File: src/rtl/core/skbs_pkg.sv
// Shared constants, codes and controller/datapath handshake types for the
// sorted key binary search block. No dependencies.
package skbs_pkg;

  localparam int RECORD_DEPTH = 65536;
  localparam int ADDR_W       = $clog2(RECORD_DEPTH);
  localparam int CNT_W        = $clog2(RECORD_DEPTH + 1);
  localparam int KEY_W        = 72;
  localparam int LEAD_W       = 8;
  localparam int TAIL_W       = 64;
  localparam int EIDX_W       = 16;
  localparam int RIDX_W       = 16;
  localparam int RCNT_W       = 17;

  localparam logic CMD_LOAD   = 1'b0;
  localparam logic CMD_LOOKUP = 1'b1;

  typedef struct packed {
    logic start;
    logic write;
    logic probe;
    logic step;
    logic finish;
    logic out_load;
  } ctl_cmd_t;

  typedef struct packed {
    logic count_zero;
    logic more;
  } dp_sts_t;

endpackage

File: src/rtl/core/skbs_ctrl.sv
// Controller state machine: accepts items, sequences probes, loads the
// output register. Depends on skbs_pkg.
module skbs_ctrl (
  input  logic               clk,
  input  logic               rst,
  input  logic               in_valid,
  input  logic               in_command,
  output logic               in_ready,
  output logic               out_valid,
  input  logic               out_ready,
  input  skbs_pkg::dp_sts_t  sts,
  output skbs_pkg::ctl_cmd_t cmd
);

  typedef enum logic [2:0] {
    S_IDLE   = 3'b001,
    S_SEARCH = 3'b010,
    S_EMIT   = 3'b100
  } state_t;

  state_t state;
  state_t state_next;
  logic   accept;
  logic   slot_free;

  assign in_ready  = state == S_IDLE;
  assign accept    = in_valid && in_ready;
  assign slot_free = !out_valid || out_ready;

  always_comb begin
    state_next = state;
    cmd        = '0;
    unique case (state)
      S_IDLE: begin
        if (accept && in_command == skbs_pkg::CMD_LOOKUP) begin
          cmd.start  = 1'b1;
          state_next = sts.count_zero ? S_EMIT : S_SEARCH;
        end else if (accept) begin
          cmd.write = 1'b1;
        end
      end
      S_SEARCH: begin
        cmd.probe = 1'b1;
        if (sts.more) begin
          cmd.step = 1'b1;
        end else begin
          cmd.finish = 1'b1;
          state_next = S_EMIT;
        end
      end
      S_EMIT: begin
        if (slot_free) begin
          cmd.out_load = 1'b1;
          state_next   = S_IDLE;
        end
      end
      default: begin
        state_next = S_IDLE;
      end
    endcase
  end

  always_ff @(posedge clk) begin
    if (rst) begin
      state     <= S_IDLE;
      out_valid <= 1'b0;
    end else begin
      state <= state_next;
      if (cmd.out_load) begin
        out_valid <= 1'b1;
      end else if (out_ready) begin
        out_valid <= 1'b0;
      end
    end
  end

endmodule

File: config.mk
export PLATFORM = sky130hd
export DESIGN_NAME = skbs_ctrl
export DESIGN_NICKNAME = d
export VERILOG_FILES = /design/src/rtl/core/skbs_pkg.sv /design/src/rtl/core/skbs_ctrl.sv
export SDC_FILE = /design/constraint.sdc
export NUM_CORES = 1
export LEC_CHECK = 0
export CAP_MARGIN = 20
export CORE_AREA = 5 5 42 44
export CTS_BUF_LIST = sky130_fd_sc_hd__clkbuf_8
export CTS_CLUSTER_DIAMETER = 200
export DETAILED_ROUTE_END_ITERATION = 7
export DIE_AREA = 0 0 47 49
export DONT_BUFFER_PORTS = 1
export PLACE_DENSITY = 0.34
export SKIP_CTS_REPAIR_TIMING = 1
export SLEW_MARGIN = 20
export SYNTH_ARGS = -nofsm -noshare
export SYNTH_HDL_FRONTEND = slang
export SYNTH_SLANG_ARGS = --single-unit
File: constraint.sdc
create_clock -name clk -period 1.55 [get_ports clk]
set_input_delay 0.3875 -clock clk [delete_from_list [all_inputs] [get_ports clk]]
set_output_delay 0.3875 -clock clk [all_outputs]
set_load 0.02 [all_outputs]
## Word level (Yosys, flattened, before mapping)

Index checks and enable logic that the tools add are counted.

- Register bits after elaboration: 4

- Equal/unequal tests: 6
- Muxes and demuxes: 16
- Reductions and logical operators: 6

Operators by type and width:

| operator | number |
|---|---|
| 3-bit two-way mux | 5 |
| 1-bit two-way mux | 9 |
| 3-bit case mux with 3 select lines | 1 |
| 2-bit inequality test, second input constant | 2 |
| 3-bit by 1-bit equality test with 1-bit output, second input constant | 1 |
| 3-bit by 2-bit equality test with 1-bit output, second input constant | 1 |
| 3-bit equality test, second input constant | 1 |
| 3-bit AND reduction | 1 |
| 1-bit logical AND | 2 |
| 2-bit two-way mux | 1 |
| 2-bit by 1-bit inequality test with 1-bit output, second input constant | 1 |
| 2-bit nonzero test | 1 |
| 1-bit logical NOT | 1 |
| 1-bit logical OR | 1 |

## Logic depth before layout (Yosys ltp)

- Word-level depth: 5
- Depth in mapped cells: 4
- Gate-level depth less buffers: 4

## Least setup slack after synthesis

Ideal clock, no wire load.

- Path type: reg2out
- Start: register state[0]
- End: output port cmd[4] (netlist name)
- Cell stages (with the launch flop): 5
- Arrival: 1.277 ns
- Slack: -0.115 ns
- Cells stage by stage: dfxtp_1 -> or3b_4 -> inv_1 -> nand2_1 -> nor2_1

RTL lines:

| element | RTL line | RTL |
|---|---|---|
| start: declaration | skbs_ctrl.sv:21 | `state_t state;` |
| start signal: assignment | skbs_ctrl.sv:68 | `state <= state_next;` |
| end: declaration | skbs_ctrl.sv:12 | `output skbs_pkg::ctl_cmd_t cmd` |

==> qor.yml <==
critical_path:
  critPathRequiredTime_ns: 1.16
  path_class: "reg2out"
  path_max_fanout: 4
  path_cells: "or3b_4 > inv_2 > nand2_2 > nor2_4"
  cp_slowest_cell: "or3b_4"
  worstPathArrival_ns: 1.27
  critPathMaxStageDelay_ns: 0.40
  end_kind: "output pin"
  startpoint_type: "flip-flop"
  rrSetupSlack_ns: 0.24
sta:
  maxSlewHeadroom_pct: 82.7
  timing.final.ws_setup_ns: -0.104
  slew_viol_final: 0
  period_share_pct: 107
  hold_violations: 0
  clock.fmax_mhz: 605
  tightest_slew_ns: 0.256
  fin_crit_ns: 1.65
  fin_skew_ns: 0.000534
  rsz0062_at_grt: "yes"
  setup_viol: 6
job:
  max-cap-violations: 0
synth:
  syn_inst: 29
  yosysSeqAreaShare_pct: 35.8
  ys_seq_elements: 4
  synthTopCellsByArea: "dfxtp_1, or3b_2, nand2_1, or3_1, inv_1"
  async_flop_share_pct: 0
  netlist.area_leader.share_pct: 35.8
  netlist.top_cell.by_area: "dfxtp_1"
  synthesis.nets: 36
  ys.flop_type: "dfxtp_1"
  synth_area_um2: 224
  post_synth_num_cell_types: 15
  ys.warnings.count: 0
  synth_edf_count: 0
  synth_area_per_cell_um2: 7.72
placement:
  gp_routability_congestion: 0.667
  placed_area_um2: 299
  hpwl_um: 476
  portBuffers: 0
clock_network:
  cts_max_level: 1
  clock-sinks: 4
  clk_latency_ns: 0.22
  path_clk_slew_ns: 0.03
  numCtsBuffers: 3
  cts_root_buf: "clkbuf_8"
  cts_tree: "done"
  cts_buffer_depth: 2
detailed_routing:
  drc: 0
  firstDrtPassIters: 1
  routedWlPerCell_um: 11.0
  vias: 249
  ant_nets: 0
  drt_iter0_drc: 0
  wl_um: 626
  viasPerCell: 4.37
floorplanning:
  initial_core_util_pct: 16.0
  core_mm2: 0.00140
  dieWidth_um: 47
  fp.dieH_um: 49
  die_area_mm2: 0.00230
  rows: 14
  ios: 15
power_and_ir_drop:
  power_density_mw_per_mm2: 1010
  finalPower_uw: 397
  p_leak_nw: 0.165
  ir_drop_mv: 0.474
global_route:
  gr-total-overflow: 0
  antenna_found_initial: 0
  grt.total_usage_pct: 5.84
  grt_max_degree: 7
  grt_pass1_wl_um: 897
  grt_pass1_vias: 235
cells_and_area:
  nNetsFinal: 50
  area_delta_synth_final_pct: 76.0
  stdcell_area_um2: 394
  drive_gt1_share_pct: 63.4
  fin_util_pct: 28.1
  diodes: 0
  num-fill-cells: 163
status:
  status: "finished, violations left"
  failed_checks: "negative setup slack"
worst_hold_path:
  hp-class: "in2reg"
synthesized netlist by cell type (2+ instances only):
master and number:
dfxtp_1 4, or3b_2 2, nor3_1 2, or3_1 2, a21oi_1 2, nand2_1 4
inv_1 3, nor2_1 3
metal layers:
metal | vias to the layer above | track usage [%] | share of wire [%]
met4 | 0 | 5.53 | 2.2
met2 | 13 | 7.69 | 48
li1 | 123 | - | -
met1 | 111 | 5.70 | 35
met3 | 2 | 4.06 | 15
met5 | - | 0 | 0
final timing paths:
path              depth (start not counted)      from  endpoint
setup / recovery                          4  state[0]    cmd[4]
hold / removal                            1       rst  state[1]
setup reg to reg                          3  state[0]  state[1]
hold reg to reg                           2  state[2]  state[0]
flip-flops by register name, indices dropped and copies added (netlist names):
signal     count
out_valid      1
state          3
metrics by stage:
stage | setup TNS, ns | std cells | hold slack [ns] | worst slack, ns
after floorplan | 0 | 29 | 0.450 | 0.0156
after global placement | 0 | 52 | 0.452 | 0.0550
after detailed placement | 0 | 52 | 0.452 | 0.0410
after CTS | -0.975 | 55 | 0.225 | -0.195
after global routing | -0.540 | 57 | 0.219 | -0.138
final | -0.262 | 57 | 0.222 | -0.104
kinds of logic (layout without fill, tap and decap cells):
family / count (synthesis) / in the layout / synth area share (%)
AOI/OAI and AO/OA: 4 / 4 / 11.2
xor gates and xnor gates: 1 / 1 / 3.91
buffers and inverters: 3 / 15 / 5.03
DFF: 4 / 4 / 35.8
and+or+nand+nor: 17 / 17 / 44.1
where the power goes:
part | internal (mW) | switching (mW)
logic | 0.0323 | 0.0340
clock network | 0.165 | 0.0518
registers | 0.110 | 0.00447
layout by cell type (no fill, tap or decap), types with 2 or more instances in the layout:
cell type / count
buf_4: 7
or3b_4: 3
clkbuf_8: 3
dfxtp_2: 3
inv_4: 2
nand2_2: 2
nor2_4: 2
nand2_1: 2
a21oi_1: 2
or3_1: 2
nor3_1: 2
buf_6: 2
final cells by class:
cell class,count,area (um^2),area share (%)
timing repair buffer,9,75.1,19.0
tap,16,20.0,5.08
clock buffer,3,41.3,10.5
inverter,3,16.3,4.13
sequential,4,83.8,21.3
multi-input combinational,22,158,40.0
critical path, delay by kind of cell, from the launching register on:
| family | cells | cell delay [ns] |
|---|---|---|
| buffers and inverters | 1 | 0.08 |
| AND/OR/NAND/NOR | 3 | 0.63 |
| flip-flops | 1 | 0.34 |
(Power assumes the default switching activity.)
